## src/rtl/rsod_pkg.sv

```systemverilog
`default_nettype none

package rsod_pkg;

	localparam int MAX_SAMPLES_DEF = 64;
	localparam int ADC_BITS_DEF    = 10;

	localparam int CNT_REG_W  = 7;
	localparam int LIMIT_W    = 16;
	localparam int CFG_DATA_W = 16;
	localparam int CFG_IDX_W  = 2;
	localparam int DIST_W     = 26;
	localparam int FRAC_BITS  = 8;
	localparam int ACC_W      = 64;
	localparam int HALF_W     = 32;
	localparam int HI_SHIFT   = 24;

	localparam logic [CNT_REG_W-1:0] SAMPLE_COUNT_RST = 7'd8;
	localparam logic [LIMIT_W-1:0]   NEAR_LIMIT_RST   = 16'd150;

	typedef enum logic [CFG_IDX_W-1:0] {
		REG_IR_COUNT    = 2'd0,
		REG_SONAR_COUNT = 2'd1,
		REG_IR_LIMIT    = 2'd2,
		REG_SONAR_LIMIT = 2'd3
	} cfg_reg_t;

	typedef enum logic {
		CH_IR    = 1'b0,
		CH_SONAR = 1'b1
	} channel_t;

	localparam logic [1:0] HORNER_FIRST = 2'd1;
	localparam logic [1:0] HORNER_LAST  = 2'd3;

	// Curve coefficients in Q.32, highest power first
	localparam logic [ACC_W-1:0] IR_COEF [4] = '{
		-64'sd171111,
		64'sd196236957,
		-64'sd75099031105,
		64'sd11042587327217
	};
	localparam logic [ACC_W-1:0] SONAR_COEF [4] = '{
		64'sd76879915,
		-64'sd4961975717,
		64'sd168938243621,
		-64'sd434994287739
	};

	typedef enum logic [3:0] {
		ST_IDLE,
		ST_DIV,
		ST_ABS,
		ST_MULH,
		ST_MULL,
		ST_SUM,
		ST_ADD,
		ST_MAG,
		ST_FINAL
	} state_t;

	typedef struct packed {
		logic       accept;
		logic       div_start;
		logic       horner_init;
		logic       do_abs;
		logic       do_mulh;
		logic       do_mull;
		logic       do_sum;
		logic       do_add;
		logic       do_final;
		logic [1:0] stage;
	} dp_cmd_t;

	typedef struct packed {
		logic hit;
		logic div_done;
		logic out_free;
	} dp_stat_t;

	function automatic logic [ACC_W-1:0] horner_coef(input logic ch, input logic [1:0] k);
		return (ch == CH_SONAR) ? SONAR_COEF[k] : IR_COEF[k];
	endfunction

endpackage

`default_nettype wire

```

## src/rtl/rsod_ctrl.sv

```systemverilog
`default_nettype none

module rsod_ctrl import rsod_pkg::*; (
	input  wire logic     clk,
	input  wire logic     arst_n,
	input  wire logic     in_valid,
	output logic          in_ready,
	input  wire dp_stat_t stat,
	output dp_cmd_t       cmd
);

	state_t     state_q, state_d;
	logic [1:0] stage_q;

	always_comb begin
		state_d = state_q;
		case (state_q)
			ST_IDLE:  if (in_valid && stat.hit) state_d = ST_DIV;
			ST_DIV:   if (stat.div_done) state_d = ST_ABS;
			ST_ABS:   state_d = ST_MULH;
			ST_MULH:  state_d = ST_MULL;
			ST_MULL:  state_d = ST_SUM;
			ST_SUM:   state_d = ST_ADD;
			ST_ADD:   state_d = (stage_q == HORNER_LAST) ? ST_MAG : ST_ABS;
			ST_MAG:   state_d = ST_FINAL;
			ST_FINAL: if (stat.out_free) state_d = ST_IDLE;
			default:  state_d = ST_IDLE;
		endcase
	end

	always_comb begin
		cmd       = '0;
		cmd.stage = stage_q;
		in_ready  = 1'b0;
		case (state_q)
			ST_IDLE: begin
				in_ready      = 1'b1;
				cmd.accept    = in_valid;
				cmd.div_start = in_valid && stat.hit;
			end
			ST_DIV:   cmd.horner_init = stat.div_done;
			ST_ABS:   cmd.do_abs      = 1'b1;
			ST_MULH:  cmd.do_mulh     = 1'b1;
			ST_MULL:  cmd.do_mull     = 1'b1;
			ST_SUM:   cmd.do_sum      = 1'b1;
			ST_ADD:   cmd.do_add      = 1'b1;
			ST_MAG:   cmd.do_abs      = 1'b1;
			ST_FINAL: cmd.do_final    = stat.out_free;
			default: ;
		endcase
	end

	always_ff @(posedge clk or negedge arst_n) begin
		if (!arst_n) begin
			state_q <= ST_IDLE;
			stage_q <= HORNER_FIRST;
		end else begin
			state_q <= state_d;
			if (cmd.horner_init) begin
				stage_q <= HORNER_FIRST;
			end else if (cmd.do_add) begin
				stage_q <= stage_q + 2'd1;
			end
		end
	end

endmodule

`default_nettype wire

```

## config.mk

```make
export PLATFORM = sky130hd
export DESIGN_NAME = rsod_ctrl
export DESIGN_NICKNAME = d
export VERILOG_FILES = /design/src/rtl/rsod_pkg.sv /design/src/rtl/rsod_ctrl.sv
export SDC_FILE = /design/constraint.sdc
export NUM_CORES = 1
export LEC_CHECK = 0
export BUFFER_PORTS_ARGS = -buffer_cell sky130_fd_sc_hd__buf_2
export CAP_MARGIN = 25
export CORE_AREA = 2 2 39 41
export DETAILED_ROUTE_END_ITERATION = 10
export DIE_AREA = 0 0 41 43
export HOLD_SLACK_MARGIN = 0.02
export PLACE_DENSITY_LB_ADDON = 0.08
export SLEW_MARGIN = 15
export SYNTH_ARGS = -nofsm -noshare
export SYNTH_HDL_FRONTEND = slang
export SYNTH_SLANG_ARGS = --single-unit
```

## constraint.sdc

```tcl
create_clock -name clk -period 1.3 [get_ports clk]
set_input_delay 0.13 -clock clk [delete_from_list [all_inputs] [get_ports clk]]
set_output_delay 0.13 -clock clk [all_outputs]
set_load 0.05 [all_outputs]
```

==> flow_summary.json <==
{
  "outcome": "finished with violations",
  "violations": "setup timing",
  "nNetsFinal": 99,
  "yosys_warnings": 0,
  "die_x_um": 41,
  "clock-sinks": 6,
  "final_common_cell": "buf_6",
  "yosysSeqAreaShare_pct": 35.8,
  "max_cap_viol_count": 0,
  "coreArea_um2": 1380,
  "arrival_ns": 1.50,
  "required_ns": 1.17,
  "vias": 496,
  "worst_slew_pin_slew_ns": 0.306,
  "tritoncts.num_buffers": 3,
  "fin_area_um2": 998,
  "drc_errors": 0,
  "clk_latency_ns": 0.24,
  "fillers": 95,
  "cts_tree": "done",
  "grt_antenna_before_repair": 0,
  "synth_cell_type_count": 26,
  "switchingPower_mw": 1.34,
  "fmax_mhz": 612,
  "sw_frac_of_total_pct": 45.9,
  "root_buffer": "clkbuf_4",
  "drt-total-wl_um": 1240,
  "grt_util_all_layers_pct": 16.7,
  "routedWlPerCell_um": 11.6,
  "irDropWorstVdd_mv": 1.50,
  "grt_overflow": 0,
  "grt_pass1_wl_um": 1990,
  "post_drt_via_cell_ratio": 4.64,
  "power.density_nw_per_um2": 2920,
  "critPathKind": "flop to primary output",
  "ys_ff_latch": 6,
  "ctsLongestPathBuffers": 2,
  "die_h_um": 43,
  "worstPathMaxFanout": 4,
  "p_int_mw": 1.58,
  "post_route_cells_drive_above_1_share_pct": 74.7,
  "hold_path.class": "input pin to flop",
  "r2r_start": "state_q[3]",
  "rsz0062_at_grt": "true",
  "initial_core_util_pct": 30.6,
  "place_area_um2": 653,
  "worstSetupStartpointType": "flop",
  "p_seq_share_pct": 12.8,
  "syn_avg_cell_area_um2": 9.19,
  "die_area_um2": 1760,
  "endpoint_kind": "primary output",
  "syn-num-nets": 53,
  "setup_viol": 12,
  "fin_crit_sh_pct": 126,
  "pwr-share-clk_pct": 6.2,
  "cp_slowest_stage_delay_ns": 0.39,
  "worst_path_max_delay_cell": "dfrtp_1",
  "dp_hpwl_um": 805,
  "final_cell_mix": "22 x buf_6, 10 x buf_4, 7 x buf_2",
  "place_congestion": 0.766,
  "setup_ws_ns": -0.334,
  "slew_headroom_pct": 79.4,
  "netlist_area_um2": 423,
  "finClkSkew_ns": 0.00335,
  "grt_max_degree": 7,
  "p_comb_share_pct": 81.0,
  "drt_first_pass_iters": 2,
  "dp_worst_setup_slack_ns": -0.155,
  "grt_pass1_vias": 487,
  "hp-start": "stat[0]",
  "drtIter0Drc": 7,
  "crit_start": "state_q[0]",
  "syn_inst": 46,
  "slew_viol_final": 0,
  "p_leak_nw": 0.463,
  "num_rows": 14,
  "h-tree-depth": 1,
  "area_delta_synth_final_pct": 136,
  "num_antenna_cells": 0,
  "clk_pin_slew_ns": 0.05,
  "cp_cell_sequence": "buf_6 -> nor4_4 -> and3_4 -> buf_8",
  "hold_viol": 0,
  "port_buffers": 17,
  "ant_nets": 0,
  "ios": 18,
  "period_minus_slack_ns": 1.63
}
-- metal layers --
layer,track usage (%),vias up,routed length [µm]
li1,-,251,-
met1,19.2,232,492
met2,26.9,13,711
met3,3.14,0,41
met4,10.0,0,0
met5,0,-,0
-- stage by stage --
| stage | total power [mW] | utilization [%] | hold WS (ns) | setup TNS [ns] | cells |
|---|---|---|---|---|---|
| 2_1_floorplan | 1.46 | - | -0.166 | -2.37 | 46 |
| 3_3_place_gp | 1.90 | 47.2 | -0.0397 | -0.691 | 90 |
| 3_5_place_dp | 1.89 | 47.2 | -0.0424 | -0.794 | 90 |
| 4_1_cts | 2.62 | 64.8 | 0.0760 | -2.46 | 103 |
| 5_1_grt | 3.08 | 72.2 | 0.0883 | -3.06 | 107 |
| 6_report | 2.91 | 72.2 | 0.0846 | -2.41 | 107 |
-- sequential cells by signal (all words and copies together), names as in the netlist --
register,flops
state_q,4
stage_q,2
-- synth_stat cells --
| cell type | count | area share (%) |
|---|---|---|
| a21boi_0 | 1 | 1.8 |
| a21oi_1 | 3 | 3.5 |
| and2_1 | 1 | 1.5 |
| and2b_1 | 1 | 1.8 |
| and3_1 | 2 | 3.0 |
| and4bb_2 | 1 | 3.0 |
| buf_2 | 2 | 2.4 |
| buf_4 | 1 | 1.8 |
| buf_6 | 1 | 2.7 |
| dfrtp_1 | 5 | 30 |
| dfstp_2 | 1 | 6.2 |
| ha_1 | 1 | 3.0 |
| inv_1 | 2 | 1.8 |
| mux2i_1 | 1 | 2.4 |
| nand2_1 | 4 | 3.5 |
| nand2b_1 | 2 | 3.0 |
| nor2_1 | 4 | 3.5 |
| nor3_1 | 4 | 4.7 |
| nor3b_1 | 1 | 1.8 |
| nor4_4 | 1 | 5.0 |
| o21ai_0 | 2 | 2.4 |
| o22ai_1 | 1 | 1.5 |
| o22ai_2 | 1 | 3.0 |
| or4b_4 | 1 | 3.3 |
| xnor2_1 | 1 | 2.1 |
| xor2_1 | 1 | 2.1 |
-- power by group through the flow --
stage,Combinational (mW),Sequential (mW),Clock (mW)
after floorplan,1.04,0.420,0
after global placement,1.55,0.348,0
after detailed placement,1.55,0.348,0
after CTS,2.07,0.356,0.193
after global routing,2.50,0.381,0.195
final,2.36,0.371,0.181
-- area by class of cell --
type / count / area [µm²] / share of cell area, %
clock buffer: 4 / 26.3 / 2.63
inverter: 2 / 10.0 / 1.00
multi-input combinational: 34 / 348 / 34.8
sequential: 6 / 151 / 15.2
tap: 16 / 20.0 / 2.01
timing repair buffer: 45 / 443 / 44.4
-- final timing paths --
check,endpoint,slack (ns),depth (start not counted)
max,cmd[9],-0.33,4
min,state_q[3],0.08,2
max reg2reg,stage_q[1],-0.08,5
min reg2reg,stage_q[0],0.62,2
max in group asynchronous,stage_q[0],0.82,2
min in group asynchronous,state_q[3],0.26,2
-- repair_timing --
item                       CTS  global route
hold buffers                 1             0
pin swaps                   10             8
setup buffers                8             7
hold endpoints to repair     6             0
gates resized for setup     43            14
setup endpoints to repair   13            14
-- critical path, delay by kind of cell (launching register included) --
kind	cells	cell delay, ns
and+or+nand+nor	2	0.60
DFF	1	0.39
buffers and inverters	2	0.27
-- cells by family after synthesis --
kind of cell | synth area share [%]
XOR/XNOR | 4.14
AO/OA/AOI/OAI | 12.1
AND/OR/NAND/NOR | 34.0
buffers and inverters | 8.58
adder cells (fa/ha/maj) | 2.96
flip-flops | 35.8
multiplexers | 2.37
(Power assumes the default switching activity.)
