===== config.mk =====
export PLATFORM = sky130hd
export DESIGN_NAME = rsod_dp
export DESIGN_NICKNAME = d
export VERILOG_FILES = /design/src/rtl/rsod_pkg.sv /design/src/rtl/rsod_div.sv /design/src/rtl/rsod_dp.sv
export SDC_FILE = /design/constraint.sdc
export NUM_CORES = 2
export LEC_CHECK = 0
export BUFFER_PORTS_ARGS = -buffer_cell sky130_fd_sc_hd__clkbuf_2
export CAP_MARGIN = 30
export CORE_MARGIN = 8
export CORE_UTILIZATION = 52
export CTS_BUF_LIST = sky130_fd_sc_hd__clkbuf_4
export DETAILED_ROUTE_END_ITERATION = 6
export PLACE_DENSITY = 0.65
export SLEW_MARGIN = 5
export SYNTH_ARGS = -nofsm -noshare
export SYNTH_HDL_FRONTEND = slang
export SYNTH_SLANG_ARGS = --single-unit
export TNS_END_PERCENT = 5

===== constraint.sdc =====
create_clock -name clk -period 7.9 [get_ports clk]
set_input_delay 1.58 -clock clk [delete_from_list [all_inputs] [get_ports clk]]
set_output_delay 1.58 -clock clk [all_outputs]
set_load 0.01 [all_outputs]

===== src/rtl/rsod_pkg.sv =====
`default_nettype none

package rsod_pkg;

	localparam int MAX_SAMPLES_DEF = 64;
	localparam int ADC_BITS_DEF    = 10;

	localparam int CNT_REG_W  = 7;
	localparam int LIMIT_W    = 16;
	localparam int CFG_DATA_W = 16;
	localparam int CFG_IDX_W  = 2;
	localparam int DIST_W     = 26;
	localparam int FRAC_BITS  = 8;
	localparam int ACC_W      = 64;
	localparam int HALF_W     = 32;
	localparam int HI_SHIFT   = 24;

	localparam logic [CNT_REG_W-1:0] SAMPLE_COUNT_RST = 7'd8;
	localparam logic [LIMIT_W-1:0]   NEAR_LIMIT_RST   = 16'd150;

	typedef enum logic [CFG_IDX_W-1:0] {
		REG_IR_COUNT    = 2'd0,
		REG_SONAR_COUNT = 2'd1,
		REG_IR_LIMIT    = 2'd2,
		REG_SONAR_LIMIT = 2'd3
	} cfg_reg_t;

	typedef enum logic {
		CH_IR    = 1'b0,
		CH_SONAR = 1'b1
	} channel_t;

	localparam logic [1:0] HORNER_FIRST = 2'd1;
	localparam logic [1:0] HORNER_LAST  = 2'd3;

	// Curve coefficients in Q.32, highest power first
	localparam logic [ACC_W-1:0] IR_COEF [4] = '{
		-64'sd171111,
		64'sd196236957,
		-64'sd75099031105,
		64'sd11042587327217
	};
	localparam logic [ACC_W-1:0] SONAR_COEF [4] = '{
		64'sd76879915,
		-64'sd4961975717,
		64'sd168938243621,
		-64'sd434994287739
	};

	typedef enum logic [3:0] {
		ST_IDLE,
		ST_DIV,
		ST_ABS,
		ST_MULH,
		ST_MULL,
		ST_SUM,
		ST_ADD,
		ST_MAG,
		ST_FINAL
	} state_t;

	typedef struct packed {
		logic       accept;
		logic       div_start;
		logic       horner_init;
		logic       do_abs;
		logic       do_mulh;
		logic       do_mull;
		logic       do_sum;
		logic       do_add;
		logic       do_final;
		logic [1:0] stage;
	} dp_cmd_t;

	typedef struct packed {
		logic hit;
		logic div_done;
		logic out_free;
	} dp_stat_t;

	function automatic logic [ACC_W-1:0] horner_coef(input logic ch, input logic [1:0] k);
		return (ch == CH_SONAR) ? SONAR_COEF[k] : IR_COEF[k];
	endfunction

endpackage

`default_nettype wire


===== src/rtl/rsod_div.sv =====
`default_nettype none

module rsod_div #(
	parameter int DVD_W = 25,
	parameter int DIV_W = 7
) (
	input  wire logic             clk,
	input  wire logic             arst_n,
	input  wire logic             start,
	input  wire logic [DVD_W-1:0] dividend,
	input  wire logic [DIV_W-1:0] divisor,
	output logic      [DVD_W-1:0] quotient,
	output logic                  done
);

	localparam int ITER_W = $clog2(DVD_W + 1);

	logic              busy_q;
	logic              done_q;
	logic [ITER_W-1:0] iter_q;
	logic [DVD_W-1:0]  quo_q;
	logic [DIV_W-1:0]  rem_q;
	logic [DIV_W-1:0]  dsr_q;
	logic [DIV_W:0]    rem_sh;
	logic [DIV_W:0]    diff;
	logic              ge;

	always_comb begin
		rem_sh = {rem_q, quo_q[DVD_W-1]};
		ge     = rem_sh >= {1'b0, dsr_q};
		diff   = rem_sh - {1'b0, dsr_q};
	end

	always_ff @(posedge clk or negedge arst_n) begin
		if (!arst_n) begin
			busy_q <= 1'b0;
			done_q <= 1'b0;
			iter_q <= '0;
		end else begin
			done_q <= busy_q && (iter_q == ITER_W'(1));
			if (start) begin
				busy_q <= 1'b1;
				iter_q <= ITER_W'(DVD_W);
			end else if (busy_q) begin
				iter_q <= iter_q - ITER_W'(1);
				if (iter_q == ITER_W'(1)) begin
					busy_q <= 1'b0;
				end
			end
		end
	end

	// one quotient bit per cycle, dividend shifts out as quotient shifts in
	always_ff @(posedge clk) begin
		if (start) begin
			quo_q <= dividend;
			rem_q <= '0;
			dsr_q <= divisor;
		end else if (busy_q) begin
			quo_q <= {quo_q[DVD_W-2:0], ge};
			rem_q <= ge ? diff[DIV_W-1:0] : rem_sh[DIV_W-1:0];
		end
	end

	assign quotient = quo_q;
	assign done     = done_q;

endmodule

`default_nettype wire


===== src/rtl/rsod_dp.sv =====
`default_nettype none

module rsod_dp import rsod_pkg::*; #(
	parameter int MAX_SAMPLES = MAX_SAMPLES_DEF,
	parameter int ADC_BITS    = ADC_BITS_DEF
) (
	input  wire logic                  clk,
	input  wire logic                  arst_n,
	input  wire logic                  cfg_we,
	input  wire logic [CFG_IDX_W-1:0]  cfg_index,
	input  wire logic [CFG_DATA_W-1:0] cfg_wdata,
	input  wire logic                  sensor_channel,
	input  wire logic [ADC_BITS-1:0]   adc_sample,
	input  wire dp_cmd_t               cmd,
	output dp_stat_t                   stat,
	output logic                       out_valid,
	input  wire logic                  out_ready,
	output logic                       result_channel,
	output logic signed [DIST_W-1:0]   distance_mm,
	output logic                       channel_near,
	output logic                       obstacle_any
);

	localparam int CNT_W  = $clog2(MAX_SAMPLES + 1);
	localparam int SUM_W  = ADC_BITS + CNT_W;
	localparam int AVG_W  = ADC_BITS + FRAC_BITS;
	localparam int DVD_W  = SUM_W + FRAC_BITS;
	localparam int CMP_W  = (CNT_W > CNT_REG_W) ? CNT_W : CNT_REG_W;
	localparam int PROD_W = HALF_W + AVG_W;

	// configuration
	logic [CNT_REG_W-1:0] ir_count_reg_q, sonar_count_reg_q;
	logic [LIMIT_W-1:0]   ir_limit_q, sonar_limit_q;

	always_ff @(posedge clk or negedge arst_n) begin
		if (!arst_n) begin
			ir_count_reg_q    <= SAMPLE_COUNT_RST;
			sonar_count_reg_q <= SAMPLE_COUNT_RST;
			ir_limit_q        <= NEAR_LIMIT_RST;
			sonar_limit_q     <= NEAR_LIMIT_RST;
		end else if (cfg_we) begin
			case (cfg_reg_t'(cfg_index))
				REG_IR_COUNT:    ir_count_reg_q    <= cfg_wdata[CNT_REG_W-1:0];
				REG_SONAR_COUNT: sonar_count_reg_q <= cfg_wdata[CNT_REG_W-1:0];
				REG_IR_LIMIT:    ir_limit_q        <= cfg_wdata[LIMIT_W-1:0];
				REG_SONAR_LIMIT: sonar_limit_q     <= cfg_wdata[LIMIT_W-1:0];
				default: ;
			endcase
		end
	end

	// accumulation
	logic [SUM_W-1:0]     ir_sum_q, sonar_sum_q, sum_new;
	logic [CNT_W-1:0]     ir_cnt_q, sonar_cnt_q, cnt_new;
	logic [CNT_REG_W-1:0] cnt_reg;
	logic [CMP_W-1:0]     target;
	logic                 hit;

	always_comb begin
		sum_new = ((sensor_channel == CH_SONAR) ? sonar_sum_q : ir_sum_q)
			+ SUM_W'(adc_sample);
		cnt_new = ((sensor_channel == CH_SONAR) ? sonar_cnt_q : ir_cnt_q) + CNT_W'(1);
		cnt_reg = (sensor_channel == CH_SONAR) ? sonar_count_reg_q : ir_count_reg_q;
		if (cnt_reg == '0) begin
			target = CMP_W'(1);
		end else if (CMP_W'(cnt_reg) > CMP_W'(MAX_SAMPLES)) begin
			target = CMP_W'(MAX_SAMPLES);
		end else begin
			target = CMP_W'(cnt_reg);
		end
		hit = CMP_W'(cnt_new) >= target;
	end

	always_ff @(posedge clk or negedge arst_n) begin
		if (!arst_n) begin
			ir_sum_q    <= '0;
			sonar_sum_q <= '0;
			ir_cnt_q    <= '0;
			sonar_cnt_q <= '0;
		end else if (cmd.accept) begin
			// clear the channel as its average goes off to the divider
			if (sensor_channel == CH_SONAR) begin
				sonar_sum_q <= hit ? '0 : sum_new;
				sonar_cnt_q <= hit ? '0 : cnt_new;
			end else begin
				ir_sum_q <= hit ? '0 : sum_new;
				ir_cnt_q <= hit ? '0 : cnt_new;
			end
		end
	end

	// average
	logic [DVD_W-1:0] quotient;
	logic             div_done;
	logic             ch_q;

	rsod_div #(
		.DVD_W (DVD_W),
		.DIV_W (CNT_W)
	) u_div (
		.clk      (clk),
		.arst_n   (arst_n),
		.start    (cmd.div_start),
		.dividend ({sum_new, FRAC_BITS'(0)}),
		.divisor  (cnt_new),
		.quotient (quotient),
		.done     (div_done)
	);

	always_ff @(posedge clk) begin
		if (cmd.div_start) begin
			ch_q <= sensor_channel;
		end
	end

	// Horner evaluation on one shared multiplier
	logic [AVG_W-1:0]  avg_q;
	logic [ACC_W-1:0]  acc_q, mag_q, part_q, r_q, coef;
	logic [PROD_W-1:0] prod_q;
	logic              neg_q;
	logic [HALF_W-1:0] mul_a;

	always_comb begin
		mul_a = cmd.do_mulh ? mag_q[ACC_W-1:HALF_W] : mag_q[HALF_W-1:0];
		coef  = horner_coef(ch_q, cmd.stage);
	end

	always_ff @(posedge clk) begin
		if (cmd.horner_init) begin
			avg_q <= quotient[AVG_W-1:0];
			acc_q <= horner_coef(ch_q, 2'd0);
		end
		if (cmd.do_abs) begin
			neg_q <= acc_q[ACC_W-1];
			mag_q <= acc_q[ACC_W-1] ? (ACC_W'(0) - acc_q) : acc_q;
		end
		if (cmd.do_mulh || cmd.do_mull) begin
			prod_q <= PROD_W'(mul_a) * PROD_W'(avg_q);
		end
		if (cmd.do_mull) begin
			part_q <= ACC_W'(prod_q) << HI_SHIFT;
		end
		if (cmd.do_sum) begin
			r_q <= part_q + ACC_W'(prod_q >> FRAC_BITS);
		end
		if (cmd.do_add) begin
			acc_q <= neg_q ? (coef - r_q) : (coef + r_q);
		end
	end

	// distance, flags, output register
	logic [HALF_W-1:0]  whole;
	logic [DIST_W-1:0]  dist_mag, dist_val;
	logic [LIMIT_W-1:0] limit;
	logic               near;
	logic               out_free;
	logic               ir_near_q, sonar_near_q;
	logic               out_valid_q;
	logic               res_ch_q, res_near_q, res_any_q;
	logic [DIST_W-1:0]  res_dist_q;

	always_comb begin
		whole    = mag_q[ACC_W-1:HALF_W];
		dist_mag = mag_q[HALF_W +: DIST_W];
		dist_val = neg_q ? (DIST_W'(0) - dist_mag) : dist_mag;
		limit    = (ch_q == CH_SONAR) ? sonar_limit_q : ir_limit_q;
		near     = neg_q || (whole <= HALF_W'(limit));
		out_free = !out_valid_q || out_ready;
	end

	always_ff @(posedge clk or negedge arst_n) begin
		if (!arst_n) begin
			ir_near_q    <= 1'b0;
			sonar_near_q <= 1'b0;
			out_valid_q  <= 1'b0;
		end else begin
			if (cmd.do_final) begin
				out_valid_q <= 1'b1;
				if (ch_q == CH_SONAR) begin
					sonar_near_q <= near;
				end else begin
					ir_near_q <= near;
				end
			end else if (out_ready) begin
				out_valid_q <= 1'b0;
			end
		end
	end

	always_ff @(posedge clk) begin
		if (cmd.do_final) begin
			res_ch_q   <= ch_q;
			res_dist_q <= dist_val;
			res_near_q <= near;
			res_any_q  <= near || ((ch_q == CH_SONAR) ? ir_near_q : sonar_near_q);
		end
	end

	assign stat           = '{hit: hit, div_done: div_done, out_free: out_free};
	assign out_valid      = out_valid_q;
	assign result_channel = res_ch_q;
	assign distance_mm    = $signed(res_dist_q);
	assign channel_near   = res_near_q;
	assign obstacle_any   = res_any_q;

endmodule

`default_nettype wire


==> run metrics <==
cts bufs inserted ~120; final instance area roughly 50000 µm²; peak fanout along the critical path 15; Place WS -0.770 ns; Inst Count DP 5792; synthesized net count 5304; max_cap viols 0; Worst EP arrival 8.34 ns; Area growth syn-to-layout 11.3%; Post-Syn Area 44500 µm²; Worst setup EP type register; Routed WL 115000 µm; Post-synth EDFFs 355; pin count of the biggest net entering global routing 74; Seq/Total Area, Yosys 30.5%; clock root cell clkbuf_4; Die Area about 95000 µm²; Fillers 7477; flop2flop setup slack 0.60 ns; Final Hold Fails 0; Initial DRC Count 2246; vias in the first global route 33975; hold_buf cts 0; # port buffers 76; Worst-path clk slew 0.07 ns; WP buf/inv 6; routed vias/inst 5.46; crit-path most repeated cell fa_1; Std-Cell Rows 107; Post-CTS Setup Bufs 0; register bit total from synthesis 474; CTS max path bufs 3; critical path launch point type input pin; slowest cell on the critical path fa_2; clk_lat worst skew around 0.96 ns; first-pass GRT wire length 184000 µm; fin crit period about 7.7 ns; asr flop ratio synth a little over a fifth; Die Span Y 309 µm; Sink Count 474; cells after synthesis approximately 4500; CTS tree built; PnR worst setup slack between 0.2 and 0.25 ns; via count 32850; H-tree depth 3; Max-Slew Margin vs Limit between 30 and 40%; WP data required between 8 and 9 ns; GRT Resource Usage Total approximately 24%; f_max 130 MHz; Yosys Warn Count 0; Synth cell types 82; Resize count post-CTS 0; # IOs 77; most common cell after layout, fill and taps aside inv_1; Crit Path Category input pin to register; Worst-Margin Slew 0.984 ns; DRT Pass-1 Iters 6; Post-DP HPWL 92700 µm; die width approximately 300 µm; Final Instance Count excl. Fillers 6018; drc violations 0; post-placement cell area approximately 48000 µm²; status complete, no violations; layout cells sized above 1 between 10% and 20%; Core Area 85000 µm²; Min-Delay Path Class register to register; critical path's top delay family adder cells; Final Cycle Share a little over nine tenths; Post-Syn Area per Cell 9.85 µm²; most frequent cells in the layout 655 x inv_1, 610 x nand2_1, 481 x fa_1; Final Max Tran Viols 0; Starting Density between 50% and 60%; Final ANT Viol Nets 0; final weighted congestion in routability-driven placement 0.926; initial antenna violation count 11; WL/cell roughly 19 µm; Fin Clk Skew 0.0753 ns; CP max stage delay approximately 0.55 ns; setup_tns 0 ns; Final Net Count approximately 5600; Setup violations, final 0; Synth Flop Type edfxtp_1; GR Overflow Total 0
[cell families after synthesis]
kind of cell               count (synthesis)  share of synthesized area, %
buffers and inverters                    840                          7.13
xor gates and xnor gates                 308                          6.06
adders and majority gates                738                          28.9
AOI/OAI and AO/OA                        686                          9.61
DFF                                      474                          30.5
muxes                                    135                          3.31
and+or+nand+nor                         1341                          14.5
[per-layer routing]
| metal | track usage [%] | wire, µm | up-vias |
|---|---|---|---|
| li1 | - | - | 15451 |
| met1 | 31.7 | 49100 | 16277 |
| met2 | 41.9 | 56300 | 899 |
| met3 | 4.38 | 7040 | 221 |
| met4 | 6.63 | 2980 | 2 |
| met5 | 0 | 13 | - |
[registers in the layout, summed over array words and instances, names as in the netlist, 5 cells and up]
name               cells
ir_limit_q            16
distance_mm           26
ir_sum_q              17
sonar_limit_q         16
avg_q                 18
u_div.dsr_q            7
sonar_sum_q           17
prod_q                50
u_div.quotient        25
part_q                40
sonar_count_reg_q      7
ir_cnt_q               7
r_q                   64
sonar_cnt_q            7
ir_count_reg_q         7
u_div.iter_q           5
u_div.rem_q            7
acc_q                 64
mag_q                 64
[per-stage QoR]
step	hold slack [ns]	utilization [%]
after floorplan	0.400	-
after global placement	0.403	56.2
after detailed placement	0.406	56.3
after CTS	0.397	58.2
after global routing	0.382	58.3
final	0.403	58.3
[final timing paths]
kind | from | to | depth (start not counted)
setup / recovery | cmd[6] | prod_q[47]$_DFFE_PP_ | 26
hold / removal | prod_q[6]$_DFFE_PP_ | part_q[30]$_DFFE_PP_ | 0
setup reg to reg | mag_q[40]$_DFFE_PP_ | prod_q[47]$_DFFE_PP_ | 24
hold reg to reg | prod_q[6]$_DFFE_PP_ | part_q[30]$_DFFE_PP_ | 0
max in group asynchronous | arst_n | u_div.iter_q[4]$_DFFE_PN0P_ | 3
min in group asynchronous | arst_n | ir_limit_q[8]$_DFFE_PN0P_ | 1
[cells in the mapped netlist (11+ instances only)]
master / number / area (µm²)
nand3_1: 35 / 175
and3_1: 18 / 113
fa_1: 484 / 9690
edfxtp_1: 355 / 10700
nor3_1: 54 / 270
nor2b_1: 41 / 257
dfxtp_1: 15 / 300
a21o_1: 63 / 473
dfrtp_1: 94 / 2350
ha_1: 254 / 3180
nand4_1: 32 / 200
nor4_1: 24 / 150
o21a_1: 23 / 173
xnor2_1: 240 / 2100
inv_1: 656 / 2460
nand2b_1: 36 / 225
mux2_2: 97 / 1090
a211oi_1: 20 / 150
o21bai_1: 24 / 180
o21ai_0: 199 / 996
or3_1: 18 / 113
a22o_1: 12 / 105
mux2i_1: 38 / 380
o41ai_1: 11 / 96.3
and2_1: 244 / 1530
a21oi_1: 192 / 961
nor2_1: 169 / 634
clkbuf_1: 171 / 642
or4_1: 12 / 90.1
o31ai_1: 41 / 308
xor2_1: 68 / 596
a31oi_1: 31 / 194
nand2_1: 610 / 2290
[area by class of cell]
type | instances | area [µm²] | area share [%]
inverter | 657 | 2470 | 4.98
antenna | 3 | 7.51 | 0.0151
timing repair buffer | 311 | 2320 | 4.69
tap | 1144 | 1430 | 2.89
clock inverter | 35 | 267 | 0.538
clock buffer | 186 | 1400 | 2.82
multi-input combinational | 3208 | 28100 | 56.7
sequential | 474 | 13600 | 27.4
[worst reg2reg max path, stage by stage (launching register included)]
cell and delay (ns):
edfxtp_1 0.67, mux2_4 0.36, buf_4 0.19, nand2_1 0.09, fa_1 0.54, fa_2 0.56, fa_1 0.44, fa_1 0.52
inv_1 0.06, fa_1 0.53, inv_1 0.06, fa_2 0.55, inv_1 0.06, ha_4 0.22, and4_1 0.20, o21a_1 0.12
o31ai_2 0.10, a211oi_2 0.16, nor3_2 0.31, a211oi_2 0.13, or3_1 0.41, a21o_1 0.18, a221o_1 0.35, a21oi_2 0.13
xnor2_1 0.08
Power is not shown: default switching activity piles up to over one toggle a cycle in this logic, so the estimate is an artifact.
